**config.mk**
```make
export PLATFORM = sky130hd
export DESIGN_NAME = sprf_back
export DESIGN_NICKNAME = d
export VERILOG_FILES = /design/src/hw/rtl/sprf_pkg.sv /design/src/hw/rtl/sprf_back.sv
export SDC_FILE = /design/constraint.sdc
export NUM_CORES = 1
export LEC_CHECK = 0
export ABC_AREA = 1
export BUFFER_PORTS_ARGS = -buffer_cell sky130_fd_sc_hd__buf_2
export CAP_MARGIN = 20
export CORE_MARGIN = 2
export CORE_UTILIZATION = 30
export CTS_CLUSTER_DIAMETER = 100
export DETAILED_ROUTE_END_ITERATION = 10
export MAX_ROUTING_LAYER = met4
export PLACE_DENSITY = 0.61
export SETUP_SLACK_MARGIN = 0.5
export SLEW_MARGIN = 10
export SYNTH_ARGS = -nofsm -noshare
export SYNTH_HDL_FRONTEND = slang
export SYNTH_SLANG_ARGS = --single-unit
```
**constraint.sdc**
```tcl
create_clock -name clk -period 3.8 [get_ports clk]
set_input_delay 0.19 -clock clk [delete_from_list [all_inputs] [get_ports clk]]
set_output_delay 0.19 -clock clk [all_outputs]
set_load 0.005 [all_outputs]
```
**src/hw/rtl/sprf_pkg.sv**
```systemverilog
// Shared types, constants and the neighbor test of the isolated pixel filter.
`default_nettype none
package sprf_pkg;

	localparam int PIXEL_BITS      = 8;
	localparam int MAX_WIDTH_DEF   = 2048;
	localparam int ROW_BITS        = 12;
	localparam int WIDTH_REG_BITS  = 12;
	localparam int HEIGHT_REG_BITS = 13;
	localparam int CFG_INDEX_BITS  = 3;
	localparam int CFG_DATA_BITS   = 13;
	localparam int RES_MAX         = 3;
	localparam int COUNT_BITS      = 2;
	localparam int QUEUE_DEPTH     = 4;
	localparam int PTR_BITS        = $clog2(QUEUE_DEPTH);
	localparam int LEVEL_BITS      = $clog2(QUEUE_DEPTH + 1);

	localparam logic [HEIGHT_REG_BITS-1:0] HEIGHT_LIMIT = HEIGHT_REG_BITS'(4096);
	localparam logic [WIDTH_REG_BITS-1:0]  WIDTH_RESET  = WIDTH_REG_BITS'(2048);
	localparam logic [HEIGHT_REG_BITS-1:0] HEIGHT_RESET = HEIGHT_LIMIT;

	typedef logic [PIXEL_BITS-1:0] pixel_t;

	typedef enum logic [CFG_INDEX_BITS-1:0] {
		REG_FILTER_THR   = 3'd0,
		REG_HORIZ_THR    = 3'd1,
		REG_VERT_THR     = 3'd2,
		REG_IMAGE_WIDTH  = 3'd3,
		REG_IMAGE_HEIGHT = 3'd4
	} sprf_reg_t;

	typedef struct packed {
		pixel_t filter;
		pixel_t horiz;
		pixel_t vert;
	} sprf_thr_t;

	typedef struct packed {
		pixel_t pixel_in;
	} sprf_in_t;

	typedef struct packed {
		pixel_t pixel_out;
		logic   last_of_run;
		logic   end_of_slice;
	} sprf_out_t;

	// results of one input word, packed in output order
	typedef struct packed {
		logic [COUNT_BITS-1:0]  count;
		logic                   eos;
		pixel_t [RES_MAX-1:0]   pix;
	} sprf_bundle_t;

	typedef struct packed {
		logic         valid;
		sprf_bundle_t bundle;
	} sprf_push_t;

	function automatic pixel_t judge(
		pixel_t c,
		pixel_t l, logic lv,
		pixel_t r, logic rv,
		pixel_t a, logic av,
		pixel_t b, logic bv,
		sprf_thr_t t
	);
		logic keep;
		keep = 1'b0;
		if (t.horiz != '0) begin
			keep = keep || (lv && (l >= t.horiz)) || (rv && (r >= t.horiz));
		end
		if (t.vert != '0) begin
			keep = keep || (av && (a >= t.vert)) || (bv && (b >= t.vert));
		end
		return ((c > t.filter) && keep) ? c : '0;
	endfunction

endpackage
`default_nettype wire

```
**src/hw/rtl/sprf_back.sv**
```systemverilog
// Output side: holds one bundle and sends its pixels one word at a time.
`default_nettype none
module sprf_back (
	input  logic                    clk,
	input  logic                    arst_n,
	input  sprf_pkg::sprf_bundle_t  head,
	input  logic                    nonempty,
	output logic                    pop,
	output logic                    out_valid,
	input  logic                    out_ready,
	output sprf_pkg::sprf_out_t     out_word
);
	import sprf_pkg::*;

	sprf_bundle_t          bnd_q;
	logic                  valid_q;
	logic [COUNT_BITS-1:0] idx_q;
	logic                  last;
	logic                  take;

	assign last = idx_q == COUNT_BITS'(bnd_q.count - COUNT_BITS'(1));
	assign take = valid_q && out_ready;
	assign pop  = nonempty && (!valid_q || (take && last));

	always_ff @(posedge clk or negedge arst_n) begin
		if (!arst_n) begin
			valid_q <= 1'b0;
			idx_q   <= '0;
		end else if (pop) begin
			valid_q <= 1'b1;
			idx_q   <= '0;
		end else if (take) begin
			if (last) valid_q <= 1'b0;
			else      idx_q   <= idx_q + COUNT_BITS'(1);
		end
	end

	always_ff @(posedge clk) begin
		if (pop) bnd_q <= head;
	end

	assign out_valid             = valid_q;
	assign out_word.pixel_out    = bnd_q.pix[idx_q];
	assign out_word.last_of_run  = last;
	assign out_word.end_of_slice = last && bnd_q.eos;

endmodule
`default_nettype wire

```
== Yosys cells after proc, flatten, opt, wreduce, memory -nomap -nowiden ==
Index checks and enable logic that the tools add are counted.
Cells by class
  order comparisons: 1
  reductions and logical operators: 10
  eq/ne operators: 2
  multiplexer cells: 8
  $add $sub $neg: 2
Operators with widths (count)
  $bmux 8 s2: 1
  $mux 8: 1
  $mux 2: 3
  $logic_and 1x1->1: 4
  $reduce_and 2->1: 2
  $reduce_bool 2->1: 2
  $lt 2x3->1 const B: 1
  $mux 1: 3
  $add 2x1->2 const B: 1
  $eq 2x2->1: 1
  $ne 2x2->1 const B: 1
  $sub 2x1->2 const B: 1
  $logic_not 1->1: 1
  $logic_or 1x1->1: 1
Word-level totals
  output and inout bits: 12
  bits of input ports: 31
  register bits: 30

== Logic depth before layout (Yosys ltp) ==
Gate-level depths: netlist of the first run.
  depth after elaboration: 7
  mapped depth: 10

== Least setup slack after synthesis of the first run ==
No wires, ideal clock.
  path type: register to register
  from: register idx_q[1]
  to: register bnd_q[0] (netlist name), enable pin
  clock period less this slack: 2.549 ns
  setup slack: 1.251 ns
  data required time: 3.386 ns
  buffers on the path: 1
  data arrival time: 2.135 ns
  setup time: 0.414 ns
  cell stages (with the launch flop): 9
  cell sequence: dfrtp_1 > buf_6 > nand2_4 > nand2_2 > nand2_2 > nand2_4 > o21ai_1 > inv_1 > nor2_1
Between the ends
  cells in the longest elaborated chain, start to end: 4
Ends and longest elaborated chain
  start: declaration: RTL line sprf_back.sv:17  | logic [COUNT_BITS-1:0] idx_q;
  start signal: assignment: RTL line sprf_back.sv:34  | else idx_q <= idx_q + COUNT_BITS'(1);
  $eq 2x2->1: RTL line sprf_back.sv:21  | assign last = idx_q == COUNT_BITS'(bnd_q.count - COUNT_BITS'(1));
  $logic_and 1x1->1: RTL line sprf_back.sv:23  | assign pop = nonempty && (!valid_q || (take && last));
  $logic_or 1x1->1: RTL line sprf_back.sv:23
  $logic_and 1x1->1: RTL line sprf_back.sv:23
  via pop: RTL line sprf_back.sv:8  | output logic pop,
  end signal: assignment: RTL line sprf_back.sv:39  | if (pop) bnd_q <= head;
  end: declaration: RTL line sprf_back.sv:15  | sprf_bundle_t bnd_q;
The timed path passes the listed nets, and every way through them passes these cells.
A chain may end at the register's enable or synchronous reset.

== Final worst setup path of the first run ==
  from: register idx_q[1]
  to: output pop
Between the ends
  cells in the longest elaborated chain, start to end: 4
Ends and longest elaborated chain (RTL line)
  $eq 2x2->1: sprf_back.sv:21
  $logic_and 1x1->1: sprf_back.sv:23
  $logic_or 1x1->1: sprf_back.sv:23
  $logic_and 1x1->1: sprf_back.sv:23
  end: declaration: sprf_back.sv:8
No other way between the ends.

==> insert_results.sql, run 1 <==
INSERT INTO impl_metrics (metric_group, metric, value, unit) VALUES
('outcome', 'run_status', 'finished, final reports clean', ''),
('route', 'number_of_drc_markers_after_the_initial_detailed_route_iteration', '28', ''),
('timing', 'timing_worst_slew_pin_value', '0.655', 'ns'),
('grt', 'largest_net_degree_at_the_start_of_global_routing', '29', ''),
('setup_path', 'critical_path.slowest_cell', 'dfrtp_1', ''),
('floorplanning', 'dieWidth', '68.6', 'um'),
('setup_path', 'critPathArrivalTime', '2.27', 'ns'),
('clock_tree', 'numCtsBuffers', '5', ''),
('place', 'placedCellCount', '188', ''),
('route', 'route.antenna.remaining_nets', '0', ''),
('setup_path', 'path_cells', 'inv_1 -> nand2_2 -> nand2_2 -> nand2_2 -> nand2_4 -> o21ai_1 -> inv_1 -> nor2_2 -> buf_4 -> buf_2', ''),
('route', 'post-route-drc-count', '0', ''),
('logic_synthesis', 'synth.top_cells.by_area', 'edfxtp_1, dfrtp_1, nor2_1', ''),
('place', 'placed_instance_area', '1500', 'um2'),
('route', 'drt-vias-per-instance', '4.43', ''),
('logic_synthesis', 'synth.distinct_cells', '17', ''),
('pwr', 'cellPowerDensity', '629', 'nW/um2'),
('logic_synthesis', 'netlist_instances', '100', ''),
('timing', 'worst_clock_skew', '0.00372', 'ns'),
('pwr', 'vdd_ir_drop_max', '0.317', 'mV'),
('grt', 'met2_usage', '0.198', ''),
('grt', 'grt_use_total', '0.119', ''),
('grt', 'grt_pass1_vias', '936', ''),
('grt', 'gr_layer_usage_met1', '0.118', ''),
('logic_synthesis', 'netlist.top_cell.by_area', 'edfxtp_1', ''),
('timing', 'setup_viol_count_final', '0', ''),
('place', 'dp.final_hpwl', '1750', 'um'),
('timing', 'slew-limit-headroom', '0.563', ''),
('setup_path', 'critical_path.max_fanout', '28', ''),
('layout', 'area_delta_synth_final', '27.0', '%'),
('grt', 'grt_most_used_layer', 'met2', ''),
('run', 'max-cap-violations', '0', ''),
('floorplanning', 'pin_count', '43', ''),
('timing', 'hold_viol', '0', ''),
('setup_path', 'ff2ff_path_depth', '9', ''),
('clock_tree', 'cts-htree-levels', '2', ''),
('setup_path', 'worstReg2RegEnd', 'bnd_q[12]$_DFFE_PP_', ''),
('clock_tree', 'clock_sinks', '30', ''),
('clock_tree', 'cts.clk_slew.worst_paths', '0.06', 'ns'),
('grt', 'global_route_wire_length_before_repair', '3840', 'um'),
('timing', 'final.setup.worst_slack', '1.34', 'ns'),
('layout', 'post_layout_nonfiller_instances', '196', ''),
('setup_path', 'timing.critical_path.slowest_cell_delay', '0.76', 'ns'),
('timing', 'finalHoldWorstSlack', '0.0849', 'ns'),
('grt', 'grt_antenna_before_repair', '0', ''),
('timing', 'final.setup.tns', '0', 'ns'),
('setup_path', 'worst_path_dominant_cell_family', 'flip-flops', ''),
('grt', 'met3_usage', '0.0422', ''),
('place', 'port_buffers', '42', ''),
('pwr', 'power.static_leakage', '0.687', 'nW'),
('route', 'routedWlPerCell', '11.9', 'um'),
('floorplanning', 'die_area', '4700', 'um2'),
('logic_synthesis', 'synth.net_count', '131', ''),
('floorplanning', 'starting_utilization_of_the_core_area', '0.313', ''),
('clock_tree', 'cts_max_path_buffers', '2', ''),
('setup_path', 'cp_data_required_time', '3.61', 'ns'),
('logic_synthesis', 'synth-warning-count', '0', ''),
('logic_synthesis', 'synth_area_per_cell', '12.5', 'um2'),
('place', 'dp_slack', '1.65', 'ns'),
('layout', 'final_layout_size_suffix_gt1_frac', '0.418', ''),
('clock_tree', 'cts_resized', '0', ''),
('setup_path', 'worst_setup_path_startpoint', 'idx_q[1]$_DFFE_PN0P_', ''),
('layout', 'num_antenna_cells', '0', ''),
('clock_tree', 'cts_tree', 'built', ''),
('floorplanning', 'placeableCoreArea', '4000', 'um2'),
('timing', 'layout_min_cycle_time', '2.46', 'ns'),
('min_path', 'hold_class', 'input port to register', ''),
('setup_path', 'critical_path.endpoint_type', 'primary output', ''),
('floorplanning', 'die-height', '68.6', 'um'),
('pwr', 'total_power', '1.00', 'mW'),
('setup_path', 'rr_startpoint', 'idx_q[1]$_DFFE_PN0P_', '');
==> area by class of cell <==
class                      instances  area [um2]  share of cell area
sequential                        30         886               0.557
multi-input combinational         56         300               0.189
timing repair buffer              44         228               0.143
clock buffer                       5        68.8              0.0433
tap                               50        62.6              0.0394
inverter                           9        33.8              0.0213
clock inverter                     2        10.0             0.00630
==> report_power, final <==
group / leakage (nW) / total [mW] / internal, mW / switching (mW)
clock network: 0.0438 / 0.229 / 0.122 / 0.107
logic: 0.358 / 0.293 / 0.125 / 0.169
registers: 0.285 / 0.478 / 0.423 / 0.0544
total: 0.687 / 1.00 / 0.670 / 0.330
==> synth_stat cells <==
| library cell | instances |
|---|---|
| edfxtp_1 | 27 |
| nor2_1 | 18 |
| nand2_1 | 11 |
| inv_1 | 8 |
| nand3_1 | 8 |
| o31ai_1 | 8 |
| nand2_2 | 4 |
| buf_2 | 3 |
| dfrtp_1 | 3 |
| nand2_4 | 3 |
| buf_4 | 1 |
| buf_6 | 1 |
| inv_2 | 1 |
| nand3_2 | 1 |
| nor2_2 | 1 |
| o21ai_1 | 1 |
| xor2_1 | 1 |
==> metal layers <==
| layer | up-vias | share of wire |
|---|---|---|
| li1 | 433 | - |
| met1 | 397 | 0.39 |
| met2 | 36 | 0.51 |
| met3 | 3 | 0.083 |
| met4 | 0 | 0.019 |
| met5 | - | 0 |
==> state kept, by name (all words and copies together) (netlist names) <==
signal / count
bnd_q: 27
idx_q: 2
out_valid: 1
==> cells by family (layout without fill, tap and decap cells) <==
logic type / Yosys count / count (layout) / synth area share
buffers and inverters: 14 / 60 / 0.0540
AND/OR/NAND/NOR: 46 / 46 / 0.179
flip-flops: 30 / 30 / 0.708
AO/OA/AOI/OAI: 9 / 9 / 0.0520
XOR/XNOR: 1 / 1 / 0.00700
==> repair_timing <==
| action | CTS | global route |
|---|---|---|
| hold buffers | 1 | 0 |
| endpoints found under the setup margin | 0 | 0 |
| hold endpoints to repair | 3 | 0 |
==> how the worst min path moves through the flow <==
stage | cells past startpoint | slack (ns) | start | to
final | 1 | 0.08 | head[24] | bnd_q[24]$_DFFE_PP_
after global routing | 1 | 0.08 | head[0] | bnd_q[0]$_DFFE_PP_
after CTS | 1 | 0.08 | head[8] | bnd_q[8]$_DFFE_PP_
after detailed placement | 1 | -0.004 | arst_n | out_valid$_DFFE_PN0P_
after global placement | 1 | -0.009 | arst_n | out_valid$_DFFE_PN0P_
after floorplan | 0 | -0.11 | arst_n | idx_q[0]$_DFFE_PN0P_
(Power assumes the default switching activity.)
==> inputs of run 2 (changes only) <==
Settings changed: ABC_AREA 1 to 0, PLACE_DENSITY 0.61 to 0.63.
Clock period 3.8 ns to 2.1 ns, I/O delays scaled along.
==> run 2 against run 1 <==
Against the previous run:
- critical path type unchanged
- largest power group is now combinational cells
- first-iteration DRC count up 18%
- die area is 0.66% higher
- sequential share of layout area shrank 12 points
- combinational power rose to 3.6 times the previous value
- routed wire length increased by 33%
- synthesized cell count fell by 12%
==> insert_results.sql, run 2 <==
INSERT INTO impl_metrics (metric_group, metric, value, unit) VALUES
('setup_path', 'critPathArrivalTime', '1.60', 'ns'),
('clock_tree', 'cts_root_buf', 'clkbuf_8', ''),
('setup_path', 'ff2ff_path_depth', '5', ''),
('setup_path', 'rr_startpoint', 'idx_q[1]$_DFFE_PN0P_', ''),
('logic_synthesis', 'synth_area_per_cell', '14.3', 'um2'),
('route', 'via_count', '993', ''),
('logic_synthesis', 'synth.net_count', '119', ''),
('place', 'dp.final_hpwl', '1770', 'um'),
('logic_synthesis', 'synth_most_common_cell', 'edfxtp_1', ''),
('floorplanning', 'dieWidth', '68.8', 'um'),
('layout', 'filler_cell_count', '374', ''),
('pwr', 'power.static_leakage', '0.843', 'nW'),
('logic_synthesis', 'synth.cell_area', '1260', 'um2'),
('timing', 'clock.fmax', '585', 'MHz'),
('route', 'post-route-drc-count', '0', ''),
('layout', 'final_layout_size_suffix_gt1_frac', '0.443', ''),
('outcome', 'run_status', 'finished, final reports clean', ''),
('layout', 'post_layout_nonfiller_instances', '217', ''),
('pwr', 'cellPowerDensity', '1180', 'nW/um2'),
('place', 'finalWeightedCongestion', '0.831', ''),
('clock_tree', 'cts_tree', 'built', ''),
('timing', 'slew-limit-headroom', '0.829', ''),
('place', 'placedCellCount', '177', ''),
('timing', 'hold_viol', '0', ''),
('layout', 'layout_commonest_cell', 'buf_2', ''),
('setup_path', 'path_cells', 'xor2_2 -> mux2i_4 -> buf_6 -> and2_4 -> buf_6', ''),
('logic_synthesis', 'synth.cells.most_frequent', 'edfxtp_1, nand2_1, o21ai_0', ''),
('setup_path', 'cp_data_required_time', '2.00', 'ns'),
('logic_synthesis', 'synth-warning-count', '0', ''),
('grt', 'global_route_wire_length_before_repair', '4500', 'um'),
('clock_tree', 'clock_sinks', '30', ''),
('clock_tree', 'cts_max_path_buffers', '2', ''),
('route', 'drt-vias-per-instance', '4.58', ''),
('clock_tree', 'numCtsBuffers', '5', ''),
('route', 'detail_route.first_pass.iterations', '4', ''),
('floorplanning', 'pin_count', '43', ''),
('logic_synthesis', 'share_of_the_synthesized_area_in_the_top_cell_type', '0.643', ''),
('route', 'number_of_drc_markers_after_the_initial_detailed_route_iteration', '33', ''),
('setup_path', 'critical_path_depth', '5', ''),
('floorplanning', 'starting_utilization_of_the_core_area', '0.313', ''),
('setup_path', 'critical_path.slowest_cell', 'dfrtp_1', ''),
('setup_path', 'worst_path_dominant_cell_family', 'flip-flops', ''),
('timing', 'final.setup.worst_slack', '0.391', 'ns'),
('floorplanning', 'die_area', '4730', 'um2'),
('clock_tree', 'cts-htree-levels', '2', ''),
('layout', 'nets', '197', ''),
('layout', 'final_cell_mix', 'buf_2, edfxtp_1, dlygate4sd3_1', ''),
('setup_path', 'critical_path.max_fanout', '3', ''),
('floorplanning', 'die-height', '68.8', 'um'),
('logic_synthesis', 'ys_ff_latch', '30', ''),
('setup_path', 'setup.worst_path.class', 'register to primary output', ''),
('logic_synthesis', 'netlist.top_cell.by_area', 'edfxtp_1', ''),
('route', 'route.antenna.remaining_nets', '0', ''),
('logic_synthesis', 'netlist_instances', '88', ''),
('layout', 'register_with_the_most_flip_flops', 'bnd_q', ''),
('timing', 'drv_slew', '0', ''),
('logic_synthesis', 'seq_total_area_yosys', '0.703', ''),
('place', 'port_buffers', '42', ''),
('pwr', 'vdd_ir_drop_max', '0.675', 'mV'),
('setup_path', 'startpoint_types', 'register', ''),
('logic_synthesis', 'ys.flop_type', 'edfxtp_1', ''),
('grt', 'grt_pass1_vias', '991', ''),
('setup_path', 'cp-endpoint', 'out_word[0]', ''),
('logic_synthesis', 'synth.top_cells.by_area', 'edfxtp_1, mux2i_1, dfrtp_1', ''),
('floorplanning', 'number_of_cell_rows', '23', ''),
('timing', 'worst_clock_skew', '0.00850', 'ns'),
('logic_synthesis', 'count_of_flip_flops_with_a_built_in_enable_after_synthesis', '27', ''),
('setup_path', 'worst_setup_path_startpoint', 'idx_q[1]$_DFFE_PN0P_', ''),
('grt', 'grt_antenna_before_repair', '0', ''),
('setup_path', 'critical_path.endpoint_type', 'primary output', ''),
('setup_path', 'cp_num_buf_inv', '2', ''),
('layout', 'num_antenna_cells', '0', ''),
('grt', 'grt_use_total', '0.141', ''),
('clock_tree', 'cts.clk_slew.worst_paths', '0.06', 'ns'),
('timing', 'timing_worst_slew_pin_value', '0.256', 'ns'),
('logic_synthesis', 'synth.distinct_cells', '24', ''),
('grt', 'largest_net_degree_at_the_start_of_global_routing', '15', ''),
('route', 'totalWireLength', '3100', 'um'),
('place', 'dp_slack', '0.334', 'ns'),
('timing', 'layout_min_cycle_time', '1.71', 'ns'),
('floorplanning', 'placeableCoreArea', '4030', 'um2'),
('grt', 'grt_overflow', '0', ''),
('logic_synthesis', 'synth_async_sr_flop_share', '0.100', ''),
('setup_path', 'reg2reg_setup_slack', '0.40', 'ns'),
('setup_path', 'crit_top_cell', 'buf_6', ''),
('timing', 'setup_viol_count_final', '0', ''),
('layout', 'area_delta_synth_final', '59.7', '%'),
('setup_path', 'worstReg2RegEnd', 'bnd_q[14]$_DFFE_PP_', ''),
('timing', 'rsz_0062_raised_after_global_routing', 'yes', ''),
('layout', 'largest_reg_flops', '27', ''),
('clock_tree', 'clock_latency', '0.28', 'ns'),
('timing', 'finalHoldWorstSlack', '0.0109', 'ns'),
('timing', 'final.period_utilization', '0.814', ''),
('timing', 'final.setup.tns', '0', 'ns'),
('route', 'routedWlPerCell', '14.3', 'um'),
('min_path', 'hold_class', 'input port to register', ''),
('run', 'max-cap-violations', '0', ''),
('setup_path', 'timing.critical_path.slowest_cell_delay', '0.42', 'ns');
-- run 2: cell types whose count changed in the layout (fill, tap and decap cells not counted), sizes merged, moves of 3 or more --
| cell | previous run | this run |
|---|---|---|
| o31ai | 8 | 0 |
| nand2 | 18 | 10 |
| o21ai | 1 | 9 |
| nor2 | 19 | 2 |
| nor2b | 0 | 5 |
| buf | 43 | 57 |
| mux2i | 0 | 9 |
| dlygate4sd3 | 1 | 17 |
| a22o | 0 | 3 |
| nand3 | 9 | 2 |
| inv | 9 | 3 |
-- run 2: metal layers --
metal	global-route usage	part of all wire
met4	0.0539	0.0081
met3	0.0438	0.060
met2	0.236	0.51
met1	0.159	0.42
met5	-	0
-- run 2: kinds of logic after synthesis --
kind of cell,share of synthesized area
AOI/OAI and AO/OA,0.0884
xor gates and xnor gates,0.0129
buffers and inverters,0.0328
DFF,0.703
and+or+nand+nor,0.0884
muxes,0.0745
-- run 2: final cells by class --
class	count	area, um2	area share
Sequential cell	30	887	0.441
Inverter	3	11.3	0.00560
Multi-Input combinational cell	52	402	0.200
Timing Repair Buffer	74	564	0.280
Tap cell	50	62.6	0.0311
Clock inverter	3	16.3	0.00808
Clock buffer	5	68.8	0.0342
-- run 2: worst register-to-register path, delay by kind of cell (launching register included) --
family	cells	cell delay (ns)
multiplexers	1	0.31
buffers and inverters	2	0.22
flip-flops	1	0.42
XOR/XNOR	1	0.27
AO/OA/AOI/OAI	1	0.21
-- run 2: worst min path at each step --
stage / from / endpoint / slack (ns) / cells after the start
global placement: arst_n / idx_q[0]$_DFFE_PN0P_ / -0.09 / 1
detailed placement: arst_n / out_valid$_DFFE_PN0P_ / -0.09 / 1
finish: head[10] / bnd_q[10]$_DFFE_PP_ / 0.01 / 1
floorplan: arst_n / idx_q[0]$_DFFE_PN0P_ / -0.19 / 0
CTS: head[11] / bnd_q[11]$_DFFE_PP_ / 0.0001 / 1
global route: head[10] / bnd_q[10]$_DFFE_PP_ / 0.002 / 1
-- run 2: per-stage QoR --
stage / utilization / total power, mW / cell area [um2]
6_report: 0.499 / 2.37 / 2010
5_1_grt: 0.499 / 2.50 / 2010
4_1_cts: 0.468 / 2.21 / 1890
3_5_place_dp: 0.379 / 1.54 / 1530
3_3_place_gp: 0.379 / 1.52 / 1530
2_1_floorplan: - / 1.30 / 1270
-- run 2: where the power goes --
group          internal [mW]  leakage [nW]  switching (mW)
registers              0.794         0.280          0.0702
logic                  0.586         0.522           0.475
clock network          0.226        0.0416           0.213
total                   1.61         0.843           0.759
-- run 2: timing repair --
action / in CTS / in global routing
hold endpoints to repair: 16 / 3
setup endpoints to repair: 37 / 38
buffers inserted: 7 / 5
hold buffers: 14 / 3
pin swaps: 3 / 5
gates cloned: 2 / 1
resized for setup: 9 / 17
