--- config.mk ---
export PLATFORM = sky130hd
export DESIGN_NAME = sprf_queue
export DESIGN_NICKNAME = d
export VERILOG_FILES = /design/src/hw/rtl/sprf_pkg.sv /design/src/hw/rtl/sprf_queue.sv
export SDC_FILE = /design/constraint.sdc
export NUM_CORES = 1
export LEC_CHECK = 0
export ABC_CLOCK_PERIOD_IN_PS = 1900
export CAP_MARGIN = 20
export CORE_MARGIN = 3
export CORE_UTILIZATION = 62
export CTS_CLUSTER_SIZE = 16
export DETAILED_ROUTE_END_ITERATION = 8
export DONT_BUFFER_PORTS = 1
export GPL_ROUTABILITY_DRIVEN = 0
export PLACE_DENSITY = 0.87
export SYNTH_ARGS = -nofsm -noshare
export SYNTH_HDL_FRONTEND = slang
export SYNTH_SLANG_ARGS = --single-unit
export TNS_END_PERCENT = 50
--- constraint.sdc ---
create_clock -name clk -period 1.9 [get_ports clk]
set_clock_uncertainty 0.05 [all_clocks]
set_input_delay 0.19 -clock clk [delete_from_list [all_inputs] [get_ports clk]]
set_output_delay 0.19 -clock clk [all_outputs]
set_load 0.005 [all_outputs]
--- src/hw/rtl/sprf_pkg.sv ---
// Shared types, constants and the neighbor test of the isolated pixel filter.
`default_nettype none
package sprf_pkg;

	localparam int PIXEL_BITS      = 8;
	localparam int MAX_WIDTH_DEF   = 2048;
	localparam int ROW_BITS        = 12;
	localparam int WIDTH_REG_BITS  = 12;
	localparam int HEIGHT_REG_BITS = 13;
	localparam int CFG_INDEX_BITS  = 3;
	localparam int CFG_DATA_BITS   = 13;
	localparam int RES_MAX         = 3;
	localparam int COUNT_BITS      = 2;
	localparam int QUEUE_DEPTH     = 4;
	localparam int PTR_BITS        = $clog2(QUEUE_DEPTH);
	localparam int LEVEL_BITS      = $clog2(QUEUE_DEPTH + 1);

	localparam logic [HEIGHT_REG_BITS-1:0] HEIGHT_LIMIT = HEIGHT_REG_BITS'(4096);
	localparam logic [WIDTH_REG_BITS-1:0]  WIDTH_RESET  = WIDTH_REG_BITS'(2048);
	localparam logic [HEIGHT_REG_BITS-1:0] HEIGHT_RESET = HEIGHT_LIMIT;

	typedef logic [PIXEL_BITS-1:0] pixel_t;

	typedef enum logic [CFG_INDEX_BITS-1:0] {
		REG_FILTER_THR   = 3'd0,
		REG_HORIZ_THR    = 3'd1,
		REG_VERT_THR     = 3'd2,
		REG_IMAGE_WIDTH  = 3'd3,
		REG_IMAGE_HEIGHT = 3'd4
	} sprf_reg_t;

	typedef struct packed {
		pixel_t filter;
		pixel_t horiz;
		pixel_t vert;
	} sprf_thr_t;

	typedef struct packed {
		pixel_t pixel_in;
	} sprf_in_t;

	typedef struct packed {
		pixel_t pixel_out;
		logic   last_of_run;
		logic   end_of_slice;
	} sprf_out_t;

	// results of one input word, packed in output order
	typedef struct packed {
		logic [COUNT_BITS-1:0]  count;
		logic                   eos;
		pixel_t [RES_MAX-1:0]   pix;
	} sprf_bundle_t;

	typedef struct packed {
		logic         valid;
		sprf_bundle_t bundle;
	} sprf_push_t;

	function automatic pixel_t judge(
		pixel_t c,
		pixel_t l, logic lv,
		pixel_t r, logic rv,
		pixel_t a, logic av,
		pixel_t b, logic bv,
		sprf_thr_t t
	);
		logic keep;
		keep = 1'b0;
		if (t.horiz != '0) begin
			keep = keep || (lv && (l >= t.horiz)) || (rv && (r >= t.horiz));
		end
		if (t.vert != '0) begin
			keep = keep || (av && (a >= t.vert)) || (bv && (b >= t.vert));
		end
		return ((c > t.filter) && keep) ? c : '0;
	endfunction

endpackage
`default_nettype wire

--- src/hw/rtl/sprf_queue.sv ---
// Short queue of result bundles between the front end and the output side.
`default_nettype none
module sprf_queue (
	input  logic                              clk,
	input  logic                              arst_n,
	input  sprf_pkg::sprf_push_t              push,
	input  logic                              pop,
	output sprf_pkg::sprf_bundle_t            head,
	output logic                              nonempty,
	output logic [sprf_pkg::LEVEL_BITS-1:0]   level
);
	import sprf_pkg::*;

	sprf_bundle_t        mem_q [QUEUE_DEPTH];
	logic [PTR_BITS-1:0] wr_q;
	logic [PTR_BITS-1:0] rd_q;
	logic [LEVEL_BITS-1:0] level_q;

	assign head     = mem_q[rd_q];
	assign nonempty = level_q != '0;
	assign level    = level_q;

	always_ff @(posedge clk) begin
		if (push.valid) begin
			mem_q[wr_q] <= push.bundle;
		end
	end

	always_ff @(posedge clk or negedge arst_n) begin
		if (!arst_n) begin
			wr_q    <= '0;
			rd_q    <= '0;
			level_q <= '0;
		end else begin
			if (push.valid) wr_q <= wr_q + PTR_BITS'(1);
			if (pop)        rd_q <= rd_q + PTR_BITS'(1);
			unique case ({push.valid, pop})
				2'b10:   level_q <= level_q + LEVEL_BITS'(1);
				2'b01:   level_q <= level_q - LEVEL_BITS'(1);
				default: level_q <= level_q;
			endcase
		end
	end

endmodule
`default_nettype wire

### Word level (Yosys, flattened, before mapping)

Memories as Yosys holds them, arrays and structs flattened.
Cells that the tools add are included.

* register bits after elaboration: 7
* RAM bits: 108
* input bits: 31
* logic and storage cells: 15
* memories: 1

Memory list
* mem_q: depth 4, bits a word 27, read ports 1, clocked after Yosys merged registers in 0, wr ports 1, line sprf_queue.sv:14 `sprf_bundle_t mem_q [QUEUE_DEPTH];`

* add/sub/neg operators: 4
* equality and inequality tests: 2
* multiplexer cells: 3
* reduce and logical (&&, ||, !) cells: 2

Operators by type and width (count)
* 3-bit case mux with 2 select lines: 1
* 2-bit by 1-bit adder with 2-bit output, second input constant: 2
* 3-bit by 1-bit adder with 3-bit output, second input constant: 1
* 3-bit nonzero test: 1
* 3-bit by 1-bit subtractor with 3-bit output, second input constant: 1
* 2-bit by 1-bit equality test with 1-bit output, second input constant: 1
* 2-bit equality test, second input constant: 1
* 1-bit two-way mux: 2
* 2-bit nonzero test: 1

### Longest topological paths before layout

Gate-level depths: netlist of the first run.

* word-level depth: 2
* mapped depth: 6
* gate-level depth less buffers: 6

### Least setup slack after synthesis of the first run

OpenSTA, ideal clock, no wires.

* path kind: register to register
* start: register wr_q[0]
* end: memory mem_q[0][0] (netlist bit) (enable)
* setup time: 0.386 ns
* arrival time: 1.298 ns
* required time: 1.464 ns
* setup slack: 0.166 ns
* cell stages (with the launch flop): 4
* buffers on the path: 0
* cells stage by stage: dfrtp_1 -> inv_1 -> ha_1 -> and2_1

RTL lines
* start: declaration: line sprf_queue.sv:15 `logic [PTR_BITS-1:0] wr_q;`
* start signal: assignment: line sprf_queue.sv:35 `if (push.valid) wr_q <= wr_q + PTR_BITS'(1);`
* end: declaration: line sprf_queue.sv:14

No word-level cell before the write port.

==> out/qor.yml, run 1 <==
floorplan:
  fp-row-count: 29
  placeableCoreArea_sq_mm: 0.00653
  dieArea_sq_mm: 0.00795
  fp.dieW_um: 89.2
  floorplan.io_pins: 62
  die_h_um: 89.2
  floorplan.initialDensity: 0.657
yosys:
  postSynthCellCount: 173
  synth_compound_gate_area_share: 0.00117
  dominantRegCellSynth: "edfxtp_1"
  synthesis.area_sq_mm: 0.00429
  number_of_nets_produced_by_synthesis: 210
  synthXorXnorAreaFrac: 0.0123
  post_synth_and_or_nand_nor_area_fraction: 0.00992
  synth-seq-area-share: 0.797
  synth_enable_flop_cells: 108
  synth-async-reset-ratio: 0.0609
  yosysUniqueCellTypes: 19
  postSynthRegisterBits: 115
  yosysWarnings: 0
  synth.mux.area_fraction: 0.145
  synth_fa_ha_area_frac: 0.0193
  syn_area_per_cell_sq_um: 24.8
  dominant_combinational_cell_family_by_area_after_synthesis: "multiplexers"
detailed_routing:
  route.detailed.vias_per_inst: 6.38
  drt-pass1-iter-count: 4
  initialDrtViolationCount: 200
  drt_wl_total_um: 9700
  post_dr_wirelength_cell_um: 30.0
  ant_nets: 0
  num_vias: 2062
  drc: 0
clocking:
  cts_tree: "done"
  cts-buffers-inserted: 17
  clock_sinks: 115
  clockRootBuffer: "clkbuf_8"
  cts_max_level: 4
  clkLatencyLatePin_ps: 520
  cts_max_path_buffers: 2
  clk_pin_slew_ps: 60
sta:
  worst_hold_slack_ps: 110
  finalMaxSlewViolations: 0
  setup_violations: 26
  rsz0062_at_grt: "true"
  hold_viol_final: 0
  final.min_clock_period_ps: 2010
  period_utilization_post_route: 1.06
  max_slew_margin: 0.773
  timing.fmax_mhz: 498
  layout_setup_ws_ps: -110
  worstMarginPinSlew_ps: 339
worst_setup_path:
  crit_required_ps: 1660
  critPathArrivalTime_ps: 1770
  start_kind: "register"
  cp_max_fo: 7
  worst_path_max_delay_cell: "mux4_2"
  cpLargestDelayFamily: "multiplexers"
  ff2ff_path_depth: 4
  critical_path_class: "register to primary output"
  timing.reg2reg.setup_slack_ps: 330
  cp_cell_sequence: "buf_12 > clkbuf_16 > mux4_2"
  reg_to_reg_end: "mem_q[2][2]"
  regToRegStartpoint: "wr_q[0]"
  critical_path.max_stage_delay_ps: 560
  setup.worst_path.end_class: "primary output"
  cp_num_buf_inv: 2
final_layout:
  multi_input_comb_area_sq_um: 802
  n_antenna_cell: 0
  commonest_non_fill_non_tap_cells_in_the_layout: "edfxtp_1 (108), dlygate4sd3_1 (31), mux4_2 (27), clkbuf_16 (18), buf_4 (9)"
  area.growth.synth_to_final_pct: 26.0
  fillCellCount: 288
  register_area_sq_mm: 0.00342
  layout-drive-gt1-share: 0.293
  finalNetCount: 271
  stdcell_area_sq_mm: 0.00541
  layout.cells.most_common: "edfxtp_1"
run_status:
  outcome: "finished, violations left"
  violations: "negative setup slack"
pwr:
  power_switching_w: 0.00239
  internal_power_w: 0.00631
  power.density_cell_area_mw_per_mm2: 1610
  power_frac_clock: 0.330
  part_of_the_total_power_dissipated_in_combinational_logic: 0.257
  ir_drop_v: 0.00102
  design_power_total_w: 0.00871
  leakage_nw: 1.87
  switching_share: 0.275
  seq_power_share: 0.413
placement:
  place_hpwl_um: 4560
  numPortBuffers: 0
  placedInstanceArea_sq_mm: 0.00446
grt:
  first_global_vias: 2173
  grt_pass1_wl_um: 12600
  gr-usage-all-layers: 0.239
  grt_max_degree: 26
  antenna_violations_before_repair: 0
  globalRoute.totalOverflow: 0
worst_hold_path:
  min_from: "push[27]"
  hold_path_end: "mem_q[0][22]"
  min_path_type: "input pin to register"
  whs_path_depth: 2
run:
  maxCapViolCount: 0
[power groups by stage]
stage | clock [W] | combinational, W | sequential [W]
after floorplan | 0 | 0.00138 | 0.00350
after global routing | 0.00303 | 0.00238 | 0.00363
final | 0.00287 | 0.00224 | 0.00360
after CTS | 0.00289 | 0.00199 | 0.00357
after global placement | 0 | 0.00171 | 0.00357
after detailed placement | 0 | 0.00180 | 0.00362
[per-stage QoR]
step           setup WS, ps   util  cells  setup TNS (ps)
6_report               -110  0.828    323           -1290
5_1_grt                -134  0.828    323           -2210
4_1_cts               -79.1  0.816    320           -1320
3_5_place_dp            393  0.683    256               0
3_3_place_gp            433  0.683    256               0
2_1_floorplan           166      -    173               0
[area by class of cell]
class	instances	area share
clock buffer	18	0.0773
clock inverter	13	0.0220
inverter	3	0.00208
multi-input combinational	49	0.148
sequential	115	0.633
tap	77	0.0178
timing repair buffer	48	0.0998
[what timing repair did]
action | CTS | global route
buffers inserted | 2 | 1
hold endpoints to repair | 121 | 0
gates cloned | 0 | 2
gates resized for setup | 1 | 1
hold buffers | 31 | 0
endpoints found under the setup margin | 24 | 27
[worst max-delay path by stage]
stage	slack (ps)	end	start	cells past startpoint
global placement	430	head[7]	rd_q[0]	2
detailed placement	390	mem_q[1][0]	wr_q[1]	4
floorplan	170	mem_q[0][0]	wr_q[0]	3
CTS	-80	head[7]	rd_q[0]	2
global route	-130	head[24]	rd_q[0]	3
finish	-110	head[24]	rd_q[0]	3
[synth_stat cells, types with 2 or more instances]
cell      number  area (sq um)
ha_1           5          62.6
mux4_2        26           586
xnor2_1        3          26.3
dfrtp_1        7           175
edfxtp_1     108          3240
nand2_1        2          7.51
buf_2          3          15.0
xor2_1         3          26.3
inv_1          3          11.3
and2_1         4          25.0
[cell families after synthesis]
| family | Yosys count |
|---|---|
| xor gates and xnor gates | 6 |
| buffers and inverters | 9 |
| AOI/OAI and AO/OA | 1 |
| DFF | 115 |
| muxes | 28 |
| and+or+nand+nor | 8 |
| adders and majority gates | 6 |
[sequential cells by signal, summed over array words and instances (netlist names)]
name and flops:
rd_q 2, mem_q 108, wr_q 2, level 3
[layer usage]
layer,share of wire,up-vias,GRT usage
li1,-,845,-
met1,0.35,1076,0.291
met2,0.56,118,0.390
met3,0.069,23,0.0710
met4,0.025,0,0.124
met5,0,-,0
Note: power is estimated with default switching activity, not from simulation.
==> run 2: changes to the inputs <==
--- a/config.mk
+++ b/config.mk
@@ -5,15 +5,16 @@
 export SDC_FILE = /design/constraint.sdc
 export NUM_CORES = 1
 export LEC_CHECK = 0
-export ABC_CLOCK_PERIOD_IN_PS = 1900
+export ABC_AREA = 1
+export ABC_CLOCK_PERIOD_IN_PS = 2360
 export CAP_MARGIN = 20
 export CORE_MARGIN = 3
-export CORE_UTILIZATION = 62
+export CORE_UTILIZATION = 66
 export CTS_CLUSTER_SIZE = 16
 export DETAILED_ROUTE_END_ITERATION = 8
 export DONT_BUFFER_PORTS = 1
 export GPL_ROUTABILITY_DRIVEN = 0
-export PLACE_DENSITY = 0.87
+export PLACE_DENSITY = 0.91
 export SYNTH_ARGS = -nofsm -noshare
 export SYNTH_HDL_FRONTEND = slang
 export SYNTH_SLANG_ARGS = --single-unit
==> constraint.sdc (replaced) <==
create_clock -name clk -period 2.36 [get_ports clk]
set_clock_uncertainty 0.05 [all_clocks]
set_input_delay 0.236 -clock clk [delete_from_list [all_inputs] [get_ports clk]]
set_output_delay 0.236 -clock clk [all_outputs]
set_load 0.005 [all_outputs]
==> out/qor.yml, run 2 <==
yosys:
  yosysUniqueCellTypes: 17  # -2
  yosys.area.top_type_share: 0.681  # -0.0755
  synth_enable_flop_cells: 108  # unchanged
  postSynthRegisterBits: 115  # unchanged
  postSynthCellCount: 415  # +140%
  syn_area_per_cell_sq_um: 11.5  # -54%
  netlist_top_cells_area: "edfxtp_1 (68%), nand2_1 (9.6%), inv_1 (5.1%)"
  synth-seq-area-share: 0.717  # -0.0795
  synth-async-reset-ratio: 0.0609  # unchanged
  number_of_nets_produced_by_synthesis: 452  # +120%
  dominantRegCellSynth: "edfxtp_1"
  synthesis.area_sq_mm: 0.00476  # +11%
  synth_commonest_cells: "nand2_1 (122), edfxtp_1 (108), inv_1 (65)"
  post-synth-top-count-cell: "nand2_1"
  yosysWarnings: 0  # unchanged
  synth_area_leader_cell: "edfxtp_1"
detailed_routing:
  drc: 0  # unchanged
  route.detailed.vias_per_inst: 5.32  # -17%
  drt-pass1-iter-count: 5  # +1
  drt_wl_total_um: 9550  # -1.5%
  post_dr_wirelength_cell_um: 16.8  # -44%
  num_vias: 3018  # +46%
  initialDrtViolationCount: 223  # +12%
  ant_nets: 0  # unchanged
pwr:
  seq_power_share: 0.386  # -0.027
  part_of_the_total_power_dissipated_in_combinational_logic: 0.247  # -0.010
  power_switching_w: 0.00239  # about the same
  switching_share: 0.313  # +0.0384
  power.density_cell_area_mw_per_mm2: 1300  # -19%
  ir_drop_v: 0.000887  # -13%
  leakage_nw: 2.46  # +32%
  power_frac_clock: 0.367  # +0.037
  internal_power_w: 0.00525  # -17%
grt:
  grt_pass1_wl_um: 15200  # +21%
  antenna_violations_before_repair: 0  # unchanged
  globalRoute.totalOverflow: 0  # unchanged
  first_global_vias: 3082  # +42%
  grt_max_degree: 44  # +69%
  gr-usage-all-layers: 0.244  # +0.00561
worst_setup_path:
  critical_path.max_stage_delay_ps: 720  # +160 ps
  worst_path_max_delay_cell: "dfrtp_4"
  setup.worst_path.end_class: "primary output"
  cp_max_fo: 43  # +36
  cpLargestDelayFamily: "flip-flops"
  start_kind: "register"
  critPathArrivalTime_ps: 1910  # +140 ps
  crit_required_ps: 2070  # +410 ps
  cp_cell_sequence: "buf_4 > nor2_1 > nor2_1 > nand2_1 > nand2_1"
  cp_num_buf_inv: 1  # -1
  critical_path_class: "register to primary output"
placement:
  numPortBuffers: 0  # unchanged
  placedInstanceArea_sq_mm: 0.00490  # +9.8%
  place_hpwl_um: 5280  # +16%
final_layout:
  n_antenna_cell: 0  # unchanged
  area.growth.synth_to_final_pct: 23.0
  layout-drive-gt1-share: 0.0913  # -0.201
  largest-register: "mem_q"
  stdcell_area_sq_mm: 0.00586  # +8.4%
  utilization: 0.848  # +0.0208
  commonest_non_fill_non_tap_cells_in_the_layout: "nand2_1 (122), edfxtp_1 (108), inv_1 (65), nor2_1 (53), dlygate4sd3_1 (31)"
  layout.cells.most_common: "nand2_1"
  largest_register_ff_count: 108  # unchanged
  finalNetCount: 495  # +83%
floorplan:
  floorplan.initialDensity: 0.690  # +0.0332
  dieArea_sq_mm: 0.00827  # +4.1%
  die_h_um: 91.0  # +2.0%
  fp-row-count: 30  # +3.4%
  fp.dieW_um: 91.0  # +2.0%
  floorplan.io_pins: 62  # unchanged
  placeableCoreArea_sq_mm: 0.00691  # +5.7%
sta:
  final.min_clock_period_ps: 2200
  setup_total_negative_slack_ps: 0  # +1290 ps
  setup_violations: 0  # -100%
  period_utilization_post_route: 0.932
  timing.fmax_mhz: 455
  worstMarginPinSlew_ps: 453  # +114 ps
  hold_viol_final: 0  # unchanged
  finalMaxSlewViolations: 0  # unchanged
  max_slew_margin: 0.698  # -0.0752
  rsz0062_at_grt: "false"
run:
  maxCapViolCount: 0  # unchanged
run_status:
  outcome: "complete, no violations"
clocking:
  cts_max_path_buffers: 2  # unchanged
  clockRootBuffer: "clkbuf_8"
  cts_max_level: 4  # unchanged
  cts_tree: "done"
  clk_pin_slew_ps: 60  # about the same
  cts_setup_buffers: 0  # -2
  cts-buffers-inserted: 17  # unchanged
  clkLatencyLatePin_ps: 510  # about the same
  clock_sinks: 115  # unchanged
worst_hold_path:
  min_path_type: "input pin to register"
## run 2: power by group through the flow
stage	clock network, W	logic, W	registers (W)
after floorplan	0	0.00146	0.00283
after CTS	0.00281	0.00188	0.00294
after global routing	0.00292	0.00211	0.00299
after global placement	0	0.00167	0.00294
after detailed placement	0	0.00177	0.00297
final	0.00281	0.00188	0.00295
## run 2: worst register-to-register path: stages (launching register included)
cell     delay, ps
dfrtp_1        400
inv_1          120
ha_1           190
nand2_1         60
inv_1           80
buf_4          270
## run 2: cells by family (layout without fill, tap and decap cells)
| family | count (synthesis) | count (layout) | synth area share |
|---|---|---|---|
| xor+xnor | 4 | 4 | 0.00735 |
| compound gates | 29 | 29 | 0.0446 |
| buf+inv | 84 | 140 | 0.0730 |
| flops | 115 | 115 | 0.717 |
| fa+ha+maj | 6 | 6 | 0.0173 |
| simple gates | 177 | 177 | 0.140 |
## run 2: area by class of cell
class                      instances  area [sq um]
multi-input combinational        216           998
inverter                          66           248
clock buffer                      19           422
tap                               96           120
clock inverter                    13           231
fill                             353          1050
sequential                       115          3420
timing repair buffer              42           418
## run 2: path summary, 6_finish.rpt
path	slack, ps	startpoint	cells past startpoint	endpoint
worst max-delay path	160	rd_q[0]	5	head[7]
max in group asynchronous	1430	arst_n	2	rd_q[0]
min in group asynchronous	560	arst_n	2	rd_q[1]
worst max register to register	880	wr_q[1]	5	mem_q[1][20]
worst min register to register	510	wr_q[0]	1	wr_q[0]
worst min-delay path	40	push[27]	3	level[0]
## run 2: metrics by stage
| stage | cells | hold slack [ps] | worst slack (ps) | power (W) |
|---|---|---|---|---|
| final | 567 | 42.7 | 160 | 0.00764 |
| after global routing | 567 | 83.4 | 11.0 | 0.00802 |
| after CTS | 567 | 12.7 | 176 | 0.00763 |
| after detailed placement | 504 | -109 | 729 | 0.00474 |
| after global placement | 504 | -109 | 755 | 0.00462 |
| after floorplan | 415 | -110 | 727 | 0.00429 |
## run 2: timing repair
item	CTS	global route
hold buffers	31	0
resized for setup	0	0
hold endpoints to repair	121	0
## run 2: per-layer routing
metal | vias up | global-route usage | routed length (um)
met5 | - | 0 | 0
met4 | 0 | 0.122 | 327
met3 | 33 | 0.0721 | 553
met2 | 128 | 0.426 | 5050
met1 | 1420 | 0.273 | 3610
li1 | 1437 | - | -
==> run 3: changes to the inputs <==
--- a/config.mk
+++ b/config.mk
@@ -8,6 +8,7 @@
 export ABC_AREA = 1
 export ABC_CLOCK_PERIOD_IN_PS = 2360
 export CAP_MARGIN = 20
+export CORE_ASPECT_RATIO = 0.6
 export CORE_MARGIN = 3
 export CORE_UTILIZATION = 66
 export CTS_CLUSTER_SIZE = 16
==> out/qor.yml, run 3 (same netlist as run 2, synthesis figures left out) <==
placement:
  place_inst: 491  # -2.6%
  place_hpwl_um: 5330  # +1.0%
  numPortBuffers: 0  # unchanged
worst_setup_path:
  ff2ff_path_depth: 5  # unchanged
  setup.worst_path.end_class: "primary output"
  critical_path_class: "register to primary output"
  start_kind: "register"
  timing.reg2reg.setup_slack_ps: 750  # -130 ps
  crit_required_ps: 2070  # about the same
  cp_max_fo: 49  # +14%
  critPathArrivalTime_ps: 1830  # -80 ps
sta:
  worstMarginPinSlew_ps: 499  # +45.7 ps
  rsz0062_at_grt: "false"
  final.min_clock_period_ps: 2120  # -79.1 ps
  max_slew_margin: 0.667  # -0.0310
  timing.fmax_mhz: 471  # +3.7%
  finalMaxSlewViolations: 0  # unchanged
  setup_violations: 0  # unchanged
  period_utilization_post_route: 0.899  # -0.0335
  setup_total_negative_slack_ps: 0  # unchanged
  hold_viol_final: 0  # unchanged
final_layout:
  finalNetCount: 490  # -1.0%
  largest_register_ff_count: 108  # unchanged
  layout.cells.most_common: "nand2_1"
  area.growth.synth_to_final_pct: 18.9
  n_antenna_cell: 0  # unchanged
  layout-drive-gt1-share: 0.0667  # -0.0246
  layoutNonFillerInstCount: 552  # -2.6%
  largest-register: "mem_q"
  commonest_non_fill_non_tap_cells_in_the_layout: "nand2_1 (122), edfxtp_1 (108), inv_1 (65), nor2_1 (53), dlygate4sd3_1 (30)"
  fillCellCount: 354  # +0.28%
floorplan:
  dieArea_sq_mm: 0.00831  # +0.41%
  floorplan.io_pins: 62  # unchanged
  placeableCoreArea_sq_mm: 0.00682  # -1.2%
  fp-row-count: 23  # -23%
  fp.dieW_um: 116  # +27%
  floorplan.initialDensity: 0.699  # +0.00873
  die_h_um: 71.8  # -21%
grt:
  gr-usage-all-layers: 0.244  # about the same
  grt_max_degree: 50  # +14%
  antenna_violations_before_repair: 0  # unchanged
  grt_pass1_wl_um: 14700  # -3.4%
  first_global_vias: 3007  # -2.4%
  globalRoute.totalOverflow: 0  # unchanged
detailed_routing:
  route.detailed.vias_per_inst: 5.37  # +0.81%
  initialDrtViolationCount: 247  # +11%
  post_dr_wirelength_cell_um: 16.8  # about the same
  ant_nets: 0  # unchanged
  drt_wl_total_um: 9290  # -2.7%
  num_vias: 2962  # -1.9%
  drt-pass1-iter-count: 6  # +1
  drc: 0  # unchanged
run_status:
  outcome: "complete, no violations"
run:
  maxCapViolCount: 0  # unchanged
clocking:
  cts-buffers-inserted: 17  # unchanged
  clk_pin_slew_ps: 50  # about the same
  cts_tree: "done"
  clkLatencyLatePin_ps: 400  # -110 ps
  cts_max_path_buffers: 2  # unchanged
  clockRootBuffer: "clkbuf_16"
  clock_sinks: 115  # unchanged
  cts_max_level: 4  # unchanged
  cts_setup_buffers: 0  # unchanged
worst_hold_path:
  whs_path_depth: 2  # -1
  min_path_type: "input pin to register"
pwr:
  power.density_cell_area_mw_per_mm2: 1240  # -5.1%
  leakage_nw: 2.37  # -3.5%
  ir_drop_v: 0.000857  # -3.3%
-- run 3: worst max-delay path, cell delays in order, from the launching register on --
cell     delay, ps
dfrtp_4        740
buf_4          330
nor2_1          80
nor2_1         110
nand2_1         70
nand2_1        100
-- run 3: area by class of cell --
class                           count  area (sq um)  area share
Tap cell                           87           109      0.0192
Multi-Input combinational cell    216           998       0.176
Timing Repair Buffer               37           378      0.0667
Inverter                           66           248      0.0437
Clock buffer                       22           444      0.0784
Sequential cell                   115          3420       0.604
Clock inverter                      9          65.1      0.0115
-- run 3: layer usage --
layer	GRT usage	vias to the layer above	share of wire
met2	0.416	108	0.53
met4	0.0991	0	0.018
met3	0.112	20	0.072
li1	-	1424	-
met5	0	-	0
met1	0.270	1410	0.38
-- run 3: final timing paths --
path,end,start
max in group asynchronous,rd_q[0],arst_n
min reg2reg,level[2],level[2]
min,level[0],pop
max,head[24],rd_q[0]
max reg2reg,mem_q[0][15],wr_q[0]
min in group asynchronous,wr_q[0],arst_n
-- run 3: where the power goes --
part | internal (W) | switching (W) | total [W]
sequential | 0.00269 | 0.000269 | 0.00296
clock | 0.00141 | 0.000784 | 0.00219
combinational | 0.000605 | 0.00125 | 0.00185
-- run 3: repair_timing --
| action | in CTS | in global routing |
|---|---|---|
| resized for setup | 0 | 0 |
| hold endpoints to repair | 119 | 0 |
| hold buffers | 30 | 0 |
-- run 3: through the flow --
stage	hold slack (ps)	worst slack [ps]	area [sq um]	power (W)	util
after floorplan	-110	727	4760	0.00429	-
after global placement	-109	753	4850	0.00462	0.712
after detailed placement	-109	719	4850	0.00475	0.712
after CTS	31.9	254	5660	0.00702	0.830
after global routing	57.6	122	5660	0.00740	0.830
final	45.2	239	5660	0.00701	0.830
